===== config.mk =====
export PLATFORM = sky130hd
export DESIGN_NAME = utf8_code_point_decode_top
export DESIGN_NICKNAME = d
export VERILOG_FILES = /design/src/rtl/u8d_pkg.sv /design/src/rtl/u8d_front.sv /design/src/rtl/u8d_fifo.sv /design/src/rtl/u8d_back.sv /design/src/rtl/utf8_code_point_decode_top.sv
export SDC_FILE = /design/constraint.sdc
export NUM_CORES = 1
export LEC_CHECK = 0
export BUFFER_PORTS_ARGS = -buffer_cell sky130_fd_sc_hd__buf_2
export CORE_UTILIZATION = 30
export DETAILED_ROUTE_END_ITERATION = 8
export PLACE_DENSITY_LB_ADDON = 0.05
export SYNTH_ARGS = -nofsm -noshare
export SYNTH_HDL_FRONTEND = slang
export SYNTH_SLANG_ARGS = --single-unit

===== constraint.sdc =====
create_clock -name clk_i -period 4.02 [get_ports clk_i]
set_clock_uncertainty 0.1 [all_clocks]
set_input_delay 0.603 -clock clk_i [delete_from_list [all_inputs] [get_ports clk_i]]
set_output_delay 0.603 -clock clk_i [all_outputs]
set_load 0.02 [all_outputs]

===== src/rtl/u8d_pkg.sv =====
`default_nettype none

package u8d_pkg;

  localparam int unsigned ByteW     = 8;
  localparam int unsigned OnesW     = 4;
  localparam int unsigned RemW      = 3;
  localparam int unsigned CpW       = 42;
  localparam int unsigned CntW      = 4;
  localparam int unsigned Shift6    = 6;
  localparam int unsigned TopBit    = 7;
  localparam int unsigned TdataInW  = 8;
  localparam int unsigned TdataOutW = 48;
  localparam int unsigned FifoDepth = 2;

  localparam logic [Shift6-1:0] Low6Mask = 6'h3f;

  localparam logic StatusComplete  = 1'b0;
  localparam logic StatusTruncated = 1'b1;

  // One byte after classification by the front end.
  typedef struct packed {
    logic [OnesW-1:0]  ones;       // count of leading one bits of the byte
    logic [ByteW-1:0]  lead_bits;  // bits below the leading ones
    logic [Shift6-1:0] low6;       // payload bits of a following byte
    logic              last;       // final byte of the buffer
  } cls_item_t;

  function automatic logic [OnesW-1:0] lead_ones(logic [ByteW-1:0] b);
    logic [OnesW-1:0] n;
    logic             run;
    n   = '0;
    run = 1'b1;
    for (int i = TopBit; i >= 0; i--) begin
      if (run && b[i]) begin
        n = n + OnesW'(1);
      end else begin
        run = 1'b0;
      end
    end
    return n;
  endfunction

endpackage

`default_nettype wire


===== src/rtl/u8d_front.sv =====
`default_nettype none

// Takes bytes from the stream and classifies each into a queue entry.
module u8d_front (
  input  wire logic                          s_axis_tvalid_i,
  output logic                               s_axis_tready_o,
  input  wire logic [u8d_pkg::ByteW-1:0]     s_axis_tdata_i,
  input  wire logic                          s_axis_tlast_i,
  input  wire logic                          fifo_full_i,
  output logic                               push_o,
  output u8d_pkg::cls_item_t                 push_item_o
);

  logic [u8d_pkg::OnesW-1:0] ones;

  always_comb begin
    ones = u8d_pkg::lead_ones(s_axis_tdata_i);
  end

  assign s_axis_tready_o = !fifo_full_i;
  assign push_o          = s_axis_tvalid_i && !fifo_full_i;

  always_comb begin
    push_item_o.ones      = ones;
    push_item_o.lead_bits = s_axis_tdata_i & (u8d_pkg::ByteW'(8'hFF) >> ones);
    push_item_o.low6      = s_axis_tdata_i[u8d_pkg::Shift6-1:0] & u8d_pkg::Low6Mask;
    push_item_o.last      = s_axis_tlast_i;
  end

endmodule

`default_nettype wire


===== src/rtl/u8d_fifo.sv =====
`default_nettype none

// Small register queue between the front end and the decoder.
module u8d_fifo #(
  parameter int unsigned Depth = u8d_pkg::FifoDepth
) (
  input  wire logic               clk_i,
  input  wire logic               rst_ni,
  input  wire logic               push_i,
  input  wire u8d_pkg::cls_item_t push_item_i,
  output logic                    full_o,
  input  wire logic               pop_i,
  output logic                    not_empty_o,
  output u8d_pkg::cls_item_t      pop_item_o
);

  localparam int unsigned PtrW = (Depth > 1) ? $clog2(Depth) : 1;
  localparam int unsigned CntW = $clog2(Depth + 1);

  u8d_pkg::cls_item_t mem_q [Depth];
  logic [PtrW-1:0]    wr_ptr_q, wr_ptr_d;
  logic [PtrW-1:0]    rd_ptr_q, rd_ptr_d;
  logic [CntW-1:0]    count_q, count_d;
  logic               do_push, do_pop;

  assign full_o      = (count_q == CntW'(Depth));
  assign not_empty_o = (count_q != '0);
  assign do_push     = push_i && !full_o;
  assign do_pop      = pop_i && not_empty_o;
  assign pop_item_o  = mem_q[rd_ptr_q];

  always_comb begin
    wr_ptr_d = wr_ptr_q;
    rd_ptr_d = rd_ptr_q;
    count_d  = count_q;
    if (do_push) begin
      wr_ptr_d = (wr_ptr_q == PtrW'(Depth - 1)) ? '0 : wr_ptr_q + PtrW'(1);
    end
    if (do_pop) begin
      rd_ptr_d = (rd_ptr_q == PtrW'(Depth - 1)) ? '0 : rd_ptr_q + PtrW'(1);
    end
    if (do_push && !do_pop) begin
      count_d = count_q + CntW'(1);
    end else if (!do_push && do_pop) begin
      count_d = count_q - CntW'(1);
    end
  end

  always_ff @(posedge clk_i or negedge rst_ni) begin
    if (!rst_ni) begin
      wr_ptr_q <= '0;
      rd_ptr_q <= '0;
      count_q  <= '0;
    end else begin
      wr_ptr_q <= wr_ptr_d;
      rd_ptr_q <= rd_ptr_d;
      count_q  <= count_d;
    end
  end

  always_ff @(posedge clk_i) begin
    if (do_push) begin
      mem_q[wr_ptr_q] <= push_item_i;
    end
  end

endmodule

`default_nettype wire


===== src/rtl/u8d_back.sv =====
`default_nettype none

// Sequence decoder: holds the open sequence and the output register.
module u8d_back (
  input  wire logic                        clk_i,
  input  wire logic                        rst_ni,
  input  wire logic                        not_empty_i,
  input  wire u8d_pkg::cls_item_t          item_i,
  output logic                             pop_o,
  output logic                             m_axis_tvalid_o,
  input  wire logic                        m_axis_tready_i,
  output logic [u8d_pkg::CpW-1:0]          out_cp_o,
  output logic [u8d_pkg::CntW-1:0]         out_cnt_o,
  output logic                             out_status_o
);

  logic [u8d_pkg::RemW-1:0]  rem_q, rem_d;
  logic [u8d_pkg::CpW-1:0]   acc_q, acc_d;
  logic [u8d_pkg::CntW-1:0]  len_q, len_d;
  logic                      out_valid_q, out_valid_d;
  logic [u8d_pkg::CpW-1:0]   out_cp_q, out_cp_d;
  logic [u8d_pkg::CntW-1:0]  out_cnt_q, out_cnt_d;
  logic                      out_st_q, out_st_d;
  logic [u8d_pkg::CpW-1:0]   acc_shift;
  logic [u8d_pkg::RemW-1:0]  rem_dec;

  assign pop_o = not_empty_i && (!out_valid_q || m_axis_tready_i);

  assign acc_shift = {acc_q[u8d_pkg::CpW-u8d_pkg::Shift6-1:0], item_i.low6};
  assign rem_dec   = rem_q - u8d_pkg::RemW'(1);

  always_comb begin
    rem_d       = rem_q;
    acc_d       = acc_q;
    len_d       = len_q;
    out_valid_d = out_valid_q && !m_axis_tready_i;
    out_cp_d    = out_cp_q;
    out_cnt_d   = out_cnt_q;
    out_st_d    = out_st_q;
    if (pop_o) begin
      if (rem_q == '0) begin
        if (item_i.ones <= u8d_pkg::OnesW'(1)) begin
          // Plain byte or lone following byte: a character on its own.
          out_valid_d = 1'b1;
          out_cp_d    = u8d_pkg::CpW'(item_i.lead_bits);
          out_cnt_d   = u8d_pkg::CntW'(1);
          out_st_d    = u8d_pkg::StatusComplete;
        end else if (item_i.last) begin
          out_valid_d = 1'b1;
          out_cp_d    = '0;
          out_cnt_d   = '0;
          out_st_d    = u8d_pkg::StatusTruncated;
        end else begin
          acc_d = u8d_pkg::CpW'(item_i.lead_bits);
          len_d = item_i.ones;
          rem_d = u8d_pkg::RemW'(item_i.ones - u8d_pkg::OnesW'(1));
        end
      end else if (rem_dec == '0) begin
        out_valid_d = 1'b1;
        out_cp_d    = acc_shift;
        out_cnt_d   = len_q;
        out_st_d    = u8d_pkg::StatusComplete;
        rem_d       = '0;
        acc_d       = '0;
        len_d       = '0;
      end else if (item_i.last) begin
        out_valid_d = 1'b1;
        out_cp_d    = '0;
        out_cnt_d   = '0;
        out_st_d    = u8d_pkg::StatusTruncated;
        rem_d       = '0;
        acc_d       = '0;
        len_d       = '0;
      end else begin
        acc_d = acc_shift;
        rem_d = rem_dec;
      end
    end
  end

  always_ff @(posedge clk_i or negedge rst_ni) begin
    if (!rst_ni) begin
      rem_q       <= '0;
      acc_q       <= '0;
      len_q       <= '0;
      out_valid_q <= 1'b0;
    end else begin
      rem_q       <= rem_d;
      acc_q       <= acc_d;
      len_q       <= len_d;
      out_valid_q <= out_valid_d;
    end
  end

  always_ff @(posedge clk_i) begin
    out_cp_q  <= out_cp_d;
    out_cnt_q <= out_cnt_d;
    out_st_q  <= out_st_d;
  end

  assign m_axis_tvalid_o = out_valid_q;
  assign out_cp_o        = out_cp_q;
  assign out_cnt_o       = out_cnt_q;
  assign out_status_o    = out_st_q;

endmodule

`default_nettype wire


===== src/rtl/utf8_code_point_decode_top.sv =====
// A byte that completes or cuts off a sequence is written into the queue at
// the edge that accepts it, and its item shows on the output once the decoder
// has popped it into its output register; a stalled output can hold it back.
// Throughput: one byte per cycle while the output is not stalled.
// Reset (rst_ni low, asynchronous) empties the queue, closes any open
// sequence and drops a waiting output item.
`default_nettype none

module utf8_code_point_decode_top #(
  // Number of classified bytes the queue can hold between the two halves.
  parameter int unsigned FifoDepth = u8d_pkg::FifoDepth
) (
  input  wire logic                           clk_i,
  input  wire logic                           rst_ni,
  // Byte stream in.
  input  wire logic                           s_axis_tvalid_i,
  output logic                                s_axis_tready_o,
  input  wire logic [u8d_pkg::TdataInW-1:0]   s_axis_tdata_i,  // [7:0] data_byte
  input  wire logic                           s_axis_tlast_i,  // last_byte
  // Code points out.
  output logic                                m_axis_tvalid_o,
  input  wire logic                           m_axis_tready_i,
  output logic [u8d_pkg::TdataOutW-1:0]       m_axis_tdata_o,  // [41:0] code_point,
                                                               // [45:42] byte_count,
                                                               // [47:46] zero
  output logic                                m_axis_tuser_o   // status
);

  // The front end only classifies each byte; it needs no knowledge of the
  // open sequence, so it can fill the queue while the decoder is stalled.
  logic               fifo_full;
  logic               push;
  u8d_pkg::cls_item_t push_item;

  // The decoder drains the queue whenever its output register is free or is
  // being emptied in the same cycle.
  logic               fifo_not_empty;
  logic               pop;
  u8d_pkg::cls_item_t pop_item;

  logic [u8d_pkg::CpW-1:0]  out_cp;
  logic [u8d_pkg::CntW-1:0] out_cnt;

  u8d_front u_front (
    .s_axis_tvalid_i (s_axis_tvalid_i),
    .s_axis_tready_o (s_axis_tready_o),
    .s_axis_tdata_i  (s_axis_tdata_i[u8d_pkg::ByteW-1:0]),
    .s_axis_tlast_i  (s_axis_tlast_i),
    .fifo_full_i     (fifo_full),
    .push_o          (push),
    .push_item_o     (push_item)
  );

  u8d_fifo #(
    .Depth (FifoDepth)
  ) u_fifo (
    .clk_i       (clk_i),
    .rst_ni      (rst_ni),
    .push_i      (push),
    .push_item_i (push_item),
    .full_o      (fifo_full),
    .pop_i       (pop),
    .not_empty_o (fifo_not_empty),
    .pop_item_o  (pop_item)
  );

  u8d_back u_back (
    .clk_i           (clk_i),
    .rst_ni          (rst_ni),
    .not_empty_i     (fifo_not_empty),
    .item_i          (pop_item),
    .pop_o           (pop),
    .m_axis_tvalid_o (m_axis_tvalid_o),
    .m_axis_tready_i (m_axis_tready_i),
    .out_cp_o        (out_cp),
    .out_cnt_o       (out_cnt),
    .out_status_o    (m_axis_tuser_o)
  );

  // Code point in the low bits, byte count above it, padded to whole bytes.
  assign m_axis_tdata_o = u8d_pkg::TdataOutW'({out_cnt, out_cp});

endmodule

`default_nettype wire


==> results of run 1 <==
-- critical path, stage by stage --
cell and delay, ns:
buf_2 0.15, inv_1 0.09, a21boi_0 0.25, and2_2 0.19, ha_1 0.24, nor2b_1 0.11, o21ai_0 0.08, a31oi_1 0.29
ha_1 0.26, a211oi_1 0.08, a2111oi_0 0.55, a2111oi_0 0.19, nor3_2 0.41, nor3b_1 0.13
-- Yosys cell counts (all sizes together), types with 11 or more instances --
library cell  instances  area share, %
a21oi                14            1.1
a22o                 40            5.7
buf                  21            2.3
clkbuf               11           0.67
dfrtp                48             19
edfxtp               85             41
inv                  14           0.85
mux2i                13            2.1
nand2                70            4.4
nor2                 22            1.4
nor3                 11           0.97
o21ai                46            3.7
-- worst paths after layout --
path | startpoint | to | slack (ns) | cells past startpoint
worst max-delay path | s_axis_tdata_i[5] | u_fifo.mem_q[0][11] | 0.43 | 14
worst min-delay path | rst_ni | u_fifo.count_q[0] | 0.13 | 1
worst max register to register | u_fifo.rd_ptr_q | u_back.out_cp_o[33] | 1.19 | 8
worst min register to register | u_back.acc_q[32] | u_back.acc_q[32] | 0.39 | 2
max in group asynchronous | rst_ni | u_back.acc_q[18] | 2.92 | 2
min in group clk_i | s_axis_tlast_i | u_fifo.mem_q[1][0] | 0.28 | 1
-- layout by cell type (no fill, tap or decap), drive strengths merged, types with 8 or more instances in the layout --
| cell type | count |
|---|---|
| edfxtp | 85 |
| buf | 74 |
| nand2 | 70 |
| dfrtp | 48 |
| o21ai | 46 |
| a22o | 40 |
| nor2 | 22 |
| clkbuf | 18 |
| a21oi | 14 |
| inv | 14 |
| mux2i | 13 |
| nor3 | 11 |
| ha | 10 |
| clkinv | 10 |
| mux2 | 9 |
| a221o | 8 |
| a211oi | 8 |
-- report_power, final --
| part | switching [mW] | internal [mW] | leakage, nW |
|---|---|---|---|
| Combinational | 1.48 | 0.748 | 1.20 |
| Clock | 0.581 | 0.969 | 0.291 |
| Sequential | 0.278 | 2.10 | 1.48 |
| Total | 2.34 | 3.82 | 2.97 |
-- routing by layer --
layer  part of all wire [%]  global-route usage (%)  vias up
li1                       -                       -     2011
met1                     45                    17.3     2052
met2                     50                    24.1       84
met3                    3.1                    2.98       23
met4                    1.8                    6.42        0
met5                      0                       0        -
-- sequential cells by signal (all words and copies together), names as in the netlist --
signal,flops
u_back.out_cnt_o,4
u_fifo.mem_q,38
u_back.rem_q,3
u_back.len_q,4
u_fifo.count_q,2
u_fifo.wr_ptr_q,1
u_back.out_cp_o,42
u_back.out_status_o,1
u_back.m_axis_tvalid_o,1
u_back.acc_q,36
u_fifo.rd_ptr_q,1
-- final cells by class --
cell class	instances	area (um2)	area share (%)
Clock buffer	18	429	5.83
Clock inverter	14	161	2.19
Tap cell	270	338	4.59
Inverter	14	52.6	0.714
Sequential cell	133	3750	51.0
Timing Repair Buffer	74	415	5.64
Multi-Input combinational cell	324	2210	30.0
-- kinds of logic (layout without fill, tap and decap cells) --
logic type / count (synthesis) / in the layout / synth area share (%)
other: 1 / 2 / 0.0607
adders and majority gates: 10 / 10 / 2.02
buffers and inverters: 46 / 120 / 3.85
AOI/OAI and AO/OA: 142 / 142 / 16.5
DFF: 133 / 133 / 60.7
muxes: 22 / 22 / 3.80
and+or+nand+nor: 141 / 141 / 12.0
xor gates and xnor gates: 7 / 7 / 0.992
==> flow_metrics.py, run 1 <==
metrics = {
    "status": {
        "status": "finished, final reports clean",
    },
    "clock_tree": {
        "cts_buffers": 17,
        "clkSinkCount": 133,
        "postCtsSetupRepairBufs": 0,
        "cts_buffer_depth": 2,
        "cts_tree": "yes",
        "cts.htree.levels": 4,
        "cts_root_buf": "clkbuf_16",
        "clk_latency_ns": 0.42,
        "clkSlewWorstSetupHoldPaths_ns": 0.06,
        "cts_resized": 0,
        "ctsHoldBuffers": 0,
    },
    "synth": {
        "ys_ff_latch": 133,
        "ys.flop_type": "edfxtp_1",
        "seq_area_frac_synth_pct": 60.7,
        "synth_cell_types": 70,
        "synth_area_per_cell_um2": 12.3,
        "synthArstFlopShare_pct": 36.1,
        "ys_warn_count": 0,
        "synth_edf_count": 85,
        "synth_cells": 502,
        "synth_area_um2": 6180,
    },
    "global_routing": {
        "first_global_vias": 4179,
        "grt_usage_pct": 14.2,
        "grt_start_max_net_pins": 48,
        "antenna_found_initial": 0,
        "grt_pass1_wl_mm": 23.1,
        "overflow": 0,
    },
    "die": {
        "die_w_um": 146,
        "ioPinCount": 64,
        "die_area_um2": 21200,
        "die_h_um": 146,
        "row_count": 52,
        "start_util_pct": 30.6,
        "coreArea_um2": 20200,
    },
    "worst_setup_path": {
        "crit_type": "primary input to flip-flop",
        "cp_max_fo": 5,
        "start_kind": "primary input",
        "arrival_ns": 3.64,
        "crit_required_ns": 4.07,
        "crit_path_end_kind": "flip-flop",
    },
    "drt": {
        "wl_per_cell_um": 16.8,
        "num_vias": 4170,
        "routed_wl_mm": 14.3,
        "drtPass1Iterations": 4,
        "drtAntennaViolNets": 0,
        "initialDrtViolationCount": 212,
        "viasPerCell": 4.92,
        "drc": 0,
    },
    "sta": {
        "fin_crit_ns": 3.59,
        "worst_pin_slew_ns": 1.13,
        "tns_ns": 0,
        "rsz0062_at_grt": "false",
        "slew_headroom_pct": 24.4,
        "final_hold_viol_count": 0,
        "fin_ws_ns": 0.426,
        "maxSlewViolCount": 0,
        "holdWs_ns": 0.130,
        "fmax_ghz": 0.278,
        "post-route-period-util_pct": 89.4,
        "setup_viol": 0,
    },
    "final_layout": {
        "area_growth_pct": 19.1,
        "fillCellCount": 2015,
        "finish.utilization_pct": 36.4,
        "fin_nets": 587,
        "final_cells": 847,
        "diodes": 0,
        "layout-drive-gt1-share_pct": 24.8,
        "postLayoutCellArea_um2": 7360,
    },
    "place": {
        "dp_slack_ns": 0.0846,
        "portBuffers": 61,
        "dp_hpwl_mm": 9.55,
        "placed_area_um2": 6770,
        "routabilityCongestion": 0.782,
        "dp_cells": 815,
    },
    "min_path": {
        "holdCritPathClass": "primary input to asynchronous set/reset pin",
    },
    "power_and_ir_drop": {
        "power_density_nw_per_um2": 836,
        "power.leakage_nw": 2.97,
        "ir_drop_uv": 279,
        "total_power_mw": 6.15,
    },
    "run": {
        "drv_cap": 0,
    },
}
Power figures use the tool's default switching activity.
==> inputs of run 2 (changes only) <==
--- a/config.mk
+++ b/config.mk
@@ -6,6 +6,8 @@
 export NUM_CORES = 1
 export LEC_CHECK = 0
 export BUFFER_PORTS_ARGS = -buffer_cell sky130_fd_sc_hd__buf_2
+export CELL_PAD_IN_SITES_DETAIL_PLACEMENT = 0
+export CELL_PAD_IN_SITES_GLOBAL_PLACEMENT = 1
 export CORE_UTILIZATION = 30
 export DETAILED_ROUTE_END_ITERATION = 8
 export PLACE_DENSITY_LB_ADDON = 0.05
==> run 2 against run 1 <==
Net effect: the run now ends with design-rule violations left; count of clock-buffer cells in the layout stayed put; power is 0.66% higher; first-iteration DRC count is 15% lower; clock power is 5% higher; combinational power hardly changed; sequential cell count stayed put; die area stayed put; critical endpoint is now u_fifo.mem_q[0][12]; highest routed layer unchanged.
==> flow_metrics.py, run 2 (same netlist as run 1, synthesis figures left out) <==
metrics = {
    "status": {
        "status": "complete, but fails checks",
        "violations": "design-rule violations",
    },
    "sta": {
        "rsz0062_at_grt": "false",
        "setup_viol": 0,
        "final_hold_viol_count": 0,
        "fmax_ghz": 0.275,
        "holdWs_ns": 0.0573,
        "fin_ws_ns": 0.377,
        "worst_pin_slew_ns": 1.11,
        "maxSlewViolCount": 0,
        "fin_crit_ns": 3.64,
        "post-route-period-util_pct": 90.6,
        "tns_ns": 0,
        "slew_headroom_pct": 26.0,
    },
    "worst_setup_path": {
        "max_stage_delay_ns": 0.62,
        "cpMostUsedCell": "ha_1",
        "path_cells": "buf_2, inv_1, a21boi_0, and2_2, ha_1, nor2b_1, o21ai_0, a31oi_1, ha_1, and3b_1, o21bai_1, a2111oi_0, nor3_2, nor4_2",
        "cp_max_fo": 12,
        "cpMaxStageDelayCell": "a2111oi_0",
        "crit_path_end_kind": "flip-flop",
        "arrival_ns": 3.75,
        "start_kind": "primary input",
        "crit_type": "primary input to flip-flop",
        "crit_required_ns": 4.13,
    },
    "final_layout": {
        "fin_nets": 586,
        "diodes": 0,
        "final_cell_mix": "edfxtp_1, nand2_1, buf_2",
        "area_growth_pct": 19.1,
        "layout-drive-gt1-share_pct": 24.3,
        "finish.utilization_pct": 36.4,
        "final_common_cell": "edfxtp_1",
        "largest_register_ffs": 42,
        "fillCellCount": 1991,
    },
    "clock_tree": {
        "cts.htree.levels": 4,
        "postCtsSetupRepairBufs": 0,
        "clkSinkCount": 133,
        "cts_buffer_depth": 2,
        "clkSlewWorstSetupHoldPaths_ns": 0.06,
        "cts_root_buf": "clkbuf_16",
        "cts_tree": "yes",
        "cts_resized": 0,
        "cts_buffers": 17,
        "ctsHoldBuffers": 0,
        "clk_latency_ns": 0.41,
    },
    "global_routing": {
        "overflow": 0,
        "grt_start_max_net_pins": 49,
        "grt_usage_pct": 13.9,
        "grt_pass1_wl_mm": 22.6,
        "first_global_vias": 4034,
        "antenna_found_initial": 0,
    },
    "drt": {
        "drc": 1,
        "wl_per_cell_um": 16.7,
        "routed_wl_mm": 14.1,
        "viasPerCell": 4.78,
        "drtPass1Iterations": 6,
        "num_vias": 4047,
        "initialDrtViolationCount": 181,
        "drtAntennaViolNets": 0,
    },
    "power_and_ir_drop": {
        "swShare_pct": 37.6,
        "seqPwrFrac_pct": 38.4,
        "power_density_nw_per_um2": 841,
        "combPwrFrac_pct": 35.4,
        "p_sw_mw": 2.33,
        "total_power_mw": 6.19,
        "power.internal_mw": 3.86,
        "p_clk_share_pct": 26.1,
        "ir_drop_uv": 350,
        "power.leakage_nw": 2.96,
    },
    "place": {
        "dp_slack_ns": 0.0229,
        "portBuffers": 61,
        "routabilityCongestion": 0.745,
        "dp_hpwl_mm": 9.59,
    },
    "die": {
        "die_area_um2": 21200,
        "coreArea_um2": 20200,
        "start_util_pct": 30.6,
        "die_h_um": 146,
        "ioPinCount": 64,
        "die_w_um": 146,
        "row_count": 52,
    },
    "min_path": {
        "holdCritPathClass": "primary input to asynchronous set/reset pin",
    },
    "run": {
        "drv_cap": 0,
    },
}
-- run 2: area by class of cell --
class	count	area [um2]	area share (%)
Tap cell	270	338	4.59
Clock inverter	14	185	2.51
Inverter	14	52.6	0.713
Timing Repair Buffer	73	395	5.37
Sequential cell	133	3750	51.0
Multi-Input combinational cell	324	2210	30.0
Clock buffer	18	429	5.83
-- run 2: path summary, 6_finish.rpt --
check | depth (start not counted) | slack [ns] | endpoint | from
setup / recovery | 14 | 0.38 | u_fifo.mem_q[0][12] | s_axis_tdata_i[5]
hold / removal | 1 | 0.06 | u_fifo.count_q[1] | rst_ni
setup reg to reg | 9 | 0.89 | u_back.out_cp_o[22] | u_fifo.rd_ptr_q
hold reg to reg | 1 | 0.39 | u_fifo.wr_ptr_q | u_fifo.wr_ptr_q
max in group asynchronous | 2 | 2.97 | u_back.acc_q[14] | rst_ni
min in group clk_i | 1 | 0.28 | u_fifo.mem_q[1][0] | s_axis_tlast_i
-- run 2: power by group through the flow --
stage | sequential [mW] | combinational, mW | clock (mW)
global route | 2.45 | 2.44 | 1.71
CTS | 2.40 | 2.25 | 1.66
detailed placement | 2.41 | 2.24 | 0
floorplan | 2.64 | 1.31 | 0
finish | 2.38 | 2.19 | 1.62
global placement | 2.41 | 2.23 | 0
-- run 2: routing by layer --
metal / share of wire [%] / vias up / global-route usage, %
li1: - / 1996 / -
met5: 0 / - / 0
met2: 49 / 56 / 22.6
met1: 47 / 1977 / 17.9
met4: 2.1 / 0 / 6.26
met3: 1.9 / 18 / 2.70
-- run 2: critical path, delay by kind of cell --
kind / cells / cell delay, ns
adders and majority gates: 2 / 0.48
buffers and inverters: 2 / 0.35
AOI/OAI and AO/OA: 5 / 1.35
and+or+nand+nor: 5 / 0.97
-- run 2: metrics by stage --
| step | instances | area [um2] |
|---|---|---|
| after floorplan | 503 | 6190 |
| after global placement | 814 | 6750 |
| after detailed placement | 814 | 6750 |
| after CTS | 846 | 7370 |
| after global routing | 846 | 7370 |
| final | 846 | 7370 |
==> inputs of run 3 (changes only) <==
--- a/config.mk
+++ b/config.mk
@@ -10,7 +10,7 @@
 export CELL_PAD_IN_SITES_GLOBAL_PLACEMENT = 1
 export CORE_UTILIZATION = 30
 export DETAILED_ROUTE_END_ITERATION = 8
-export PLACE_DENSITY_LB_ADDON = 0.05
+export PLACE_DENSITY_LB_ADDON = 0.3
 export SYNTH_ARGS = -nofsm -noshare
 export SYNTH_HDL_FRONTEND = slang
 export SYNTH_SLANG_ARGS = --single-unit
==> constraint.sdc (replaced) <==
create_clock -name clk_i -period 4.6 [get_ports clk_i]
set_clock_uncertainty 0.1 [all_clocks]
set_input_delay 0.69 -clock clk_i [delete_from_list [all_inputs] [get_ports clk_i]]
set_output_delay 0.69 -clock clk_i [all_outputs]
set_load 0.02 [all_outputs]
==> run 3 against run 2 <==
Net effect: the flow now finishes without violations; hold slack better by 0.23 ns; cell count is 0.71% lower; highest routed layer unchanged; sequential cell count stayed put; critical endpoint is now u_fifo.mem_q[1][11]; setup slack gained 0.51 ns; power decreased by 13%; critical path depth unchanged; non-clock buffer count shrank 6; final area fell by 0.61%; largest cell class unchanged; first-iteration DRC count grew 14%.
==> flow_metrics.py, run 3 (same netlist as run 1, synthesis figures left out) <==
metrics = {
    "worst_setup_path": {
        "crit_path_end_kind": "flip-flop",
        "arrival_ns": 3.76,
        "worst-r2r-setup-slack_ns": 1.32,
        "crit_required_ns": 4.65,
        "start_kind": "primary input",
        "cpMaxStageDelayCell": "a2111oi_0",
        "crit_path_start": "s_axis_tdata_i[5]",
        "critPathCapture": "u_fifo.mem_q[1][11]",
        "worst_r2r_endpoint": "u_back.acc_q[0]",
        "r2r_start": "u_fifo.rd_ptr_q",
        "reg2reg_depth": 8,
        "path_cells": "buf_2, inv_1, a21boi_0, and2_2, ha_1, nor2b_1, o21ai_0, a31oi_1, ha_1, a211oi_1, a2111oi_0, a2111oi_0, nor3_2, nor3b_1",
        "crit_type": "primary input to flip-flop",
        "cp_max_fo": 12,
        "max_stage_delay_ns": 0.51,
    },
    "global_routing": {
        "overflow": 0,
        "grt_start_max_net_pins": 49,
        "grt_usage_pct": 13.6,
        "grt_pass1_wl_mm": 22.6,
        "first_global_vias": 4153,
        "antenna_found_initial": 0,
    },
    "drt": {
        "routed_wl_mm": 13.7,
        "drtPass1Iterations": 6,
        "viasPerCell": 4.90,
        "drtAntennaViolNets": 0,
        "num_vias": 4113,
        "drc": 0,
        "initialDrtViolationCount": 207,
        "wl_per_cell_um": 16.4,
    },
    "final_layout": {
        "area_growth_pct": 18.4,
        "final_common_cell": "edfxtp_1",
        "diodes": 0,
        "final_cell_mix": "edfxtp_1, nand2_1, buf_2",
        "layout-drive-gt1-share_pct": 23.7,
        "fin_nets": 580,
        "final_cells": 840,
        "largest_register_ffs": 42,
        "fillCellCount": 2054,
    },
    "clock_tree": {
        "cts_root_buf": "clkbuf_16",
        "cts_buffers": 17,
        "clkSlewWorstSetupHoldPaths_ns": 0.06,
        "cts.htree.levels": 4,
        "cts_resized": 0,
        "cts_tree": "yes",
        "cts_buffer_depth": 2,
        "clk_latency_ns": 0.42,
        "postCtsSetupRepairBufs": 0,
        "ctsHoldBuffers": 0,
        "clkSinkCount": 133,
    },
    "place": {
        "dp_hpwl_mm": 8.83,
        "portBuffers": 61,
        "dp_cells": 808,
        "routabilityCongestion": 0.775,
    },
    "die": {
        "row_count": 52,
        "die_area_um2": 21200,
        "die_w_um": 146,
        "ioPinCount": 64,
        "start_util_pct": 30.6,
        "coreArea_um2": 20200,
        "die_h_um": 146,
    },
    "min_path": {
        "holdCritPathClass": "primary input to asynchronous set/reset pin",
    },
    "power_and_ir_drop": {
        "p_sw_mw": 2.03,
        "ir_drop_uv": 224,
        "power_density_nw_per_um2": 736,
        "p_clk_share_pct": 26.0,
        "combPwrFrac_pct": 35.4,
        "power.internal_mw": 3.36,
        "power.leakage_nw": 2.93,
        "seqPwrFrac_pct": 38.6,
        "total_power_mw": 5.39,
        "swShare_pct": 37.7,
    },
    "sta": {
        "maxSlewViolCount": 0,
        "post-route-period-util_pct": 80.7,
        "worst_pin_slew_ns": 1.13,
        "final_hold_viol_count": 0,
        "tns_ns": 0,
        "rsz0062_at_grt": "false",
        "setup_viol": 0,
        "fin_crit_ns": 3.71,
        "fmax_ghz": 0.269,
        "slew_headroom_pct": 24.4,
    },
    "run": {
        "drv_cap": 0,
    },
    "status": {
        "status": "finished, final reports clean",
    },
}
## run 3: cell count changes in the layout (fill, tap and decap cells not counted)
cell	before	now
buf_4	12	6
clkinv_2	1	2
clkinv_1	3	2
clkinvlp_4	3	4
clkinv_4	3	2
## run 3: power groups by stage
stage	clock (mW)	sequential, mW	combinational [mW]
floorplan	0	2.30	1.15
global placement	0	2.10	1.91
detailed placement	0	2.11	1.94
CTS	1.43	2.09	1.95
global route	1.48	2.14	2.11
finish	1.40	2.08	1.91
## run 3: routing by layer
layer / global-route usage [%] / part of all wire [%] / vias to the layer above
met5: 0 / 0 / -
met1: 17.8 / 48 / 2031
met2: 21.7 / 48 / 89
met3: 3.39 / 3.2 / 10
met4: 5.32 / 0.97 / 0
li1: - / - / 1983
## run 3: critical path: cells and delay by family
kind,cells,cell delay (ns)
buffers and inverters,2,0.34
and+or+nand+nor,4,0.80
AOI/OAI and AO/OA,6,1.37
adders and majority gates,2,0.54
## run 3: area by class of cell
class / count / area, um2 / area share (%)
sequential: 133 / 3750 / 51.3
clock buffer: 18 / 429 / 5.86
tap: 270 / 338 / 4.61
inverter: 14 / 52.6 / 0.718
timing repair buffer: 67 / 350 / 4.79
multi-input combinational: 324 / 2210 / 30.2
clock inverter: 14 / 185 / 2.53
## run 3: worst min-delay path by stage
stage,startpoint,end,slack (ns),cells past startpoint
floorplan,rst_ni,u_back.acc_q[0],0.29,0
global placement,u_back.acc_q[35],u_back.acc_q[35],0.37,2
detailed placement,u_back.acc_q[35],u_back.acc_q[35],0.38,2
CTS,rst_ni,u_back.acc_q[33],0.31,2
global route,rst_ni,u_back.acc_q[33],0.33,2
finish,rst_ni,u_back.acc_q[33],0.28,2
## run 3: stage by stage
| step | utilization (%) | area [um2] | setup slack [ns] | hold WS, ns |
|---|---|---|---|---|
| 6_report | 36.2 | 7320 | 0.887 | 0.283 |
| 4_1_cts | 36.2 | 7320 | 0.943 | 0.306 |
| 3_5_place_dp | 33.1 | 6710 | 0.492 | 0.376 |
| 5_1_grt | 36.2 | 7320 | 0.612 | 0.333 |
| 3_3_place_gp | 33.1 | 6710 | 0.561 | 0.369 |
| 2_1_floorplan | - | 6190 | 1.00 | 0.294 |
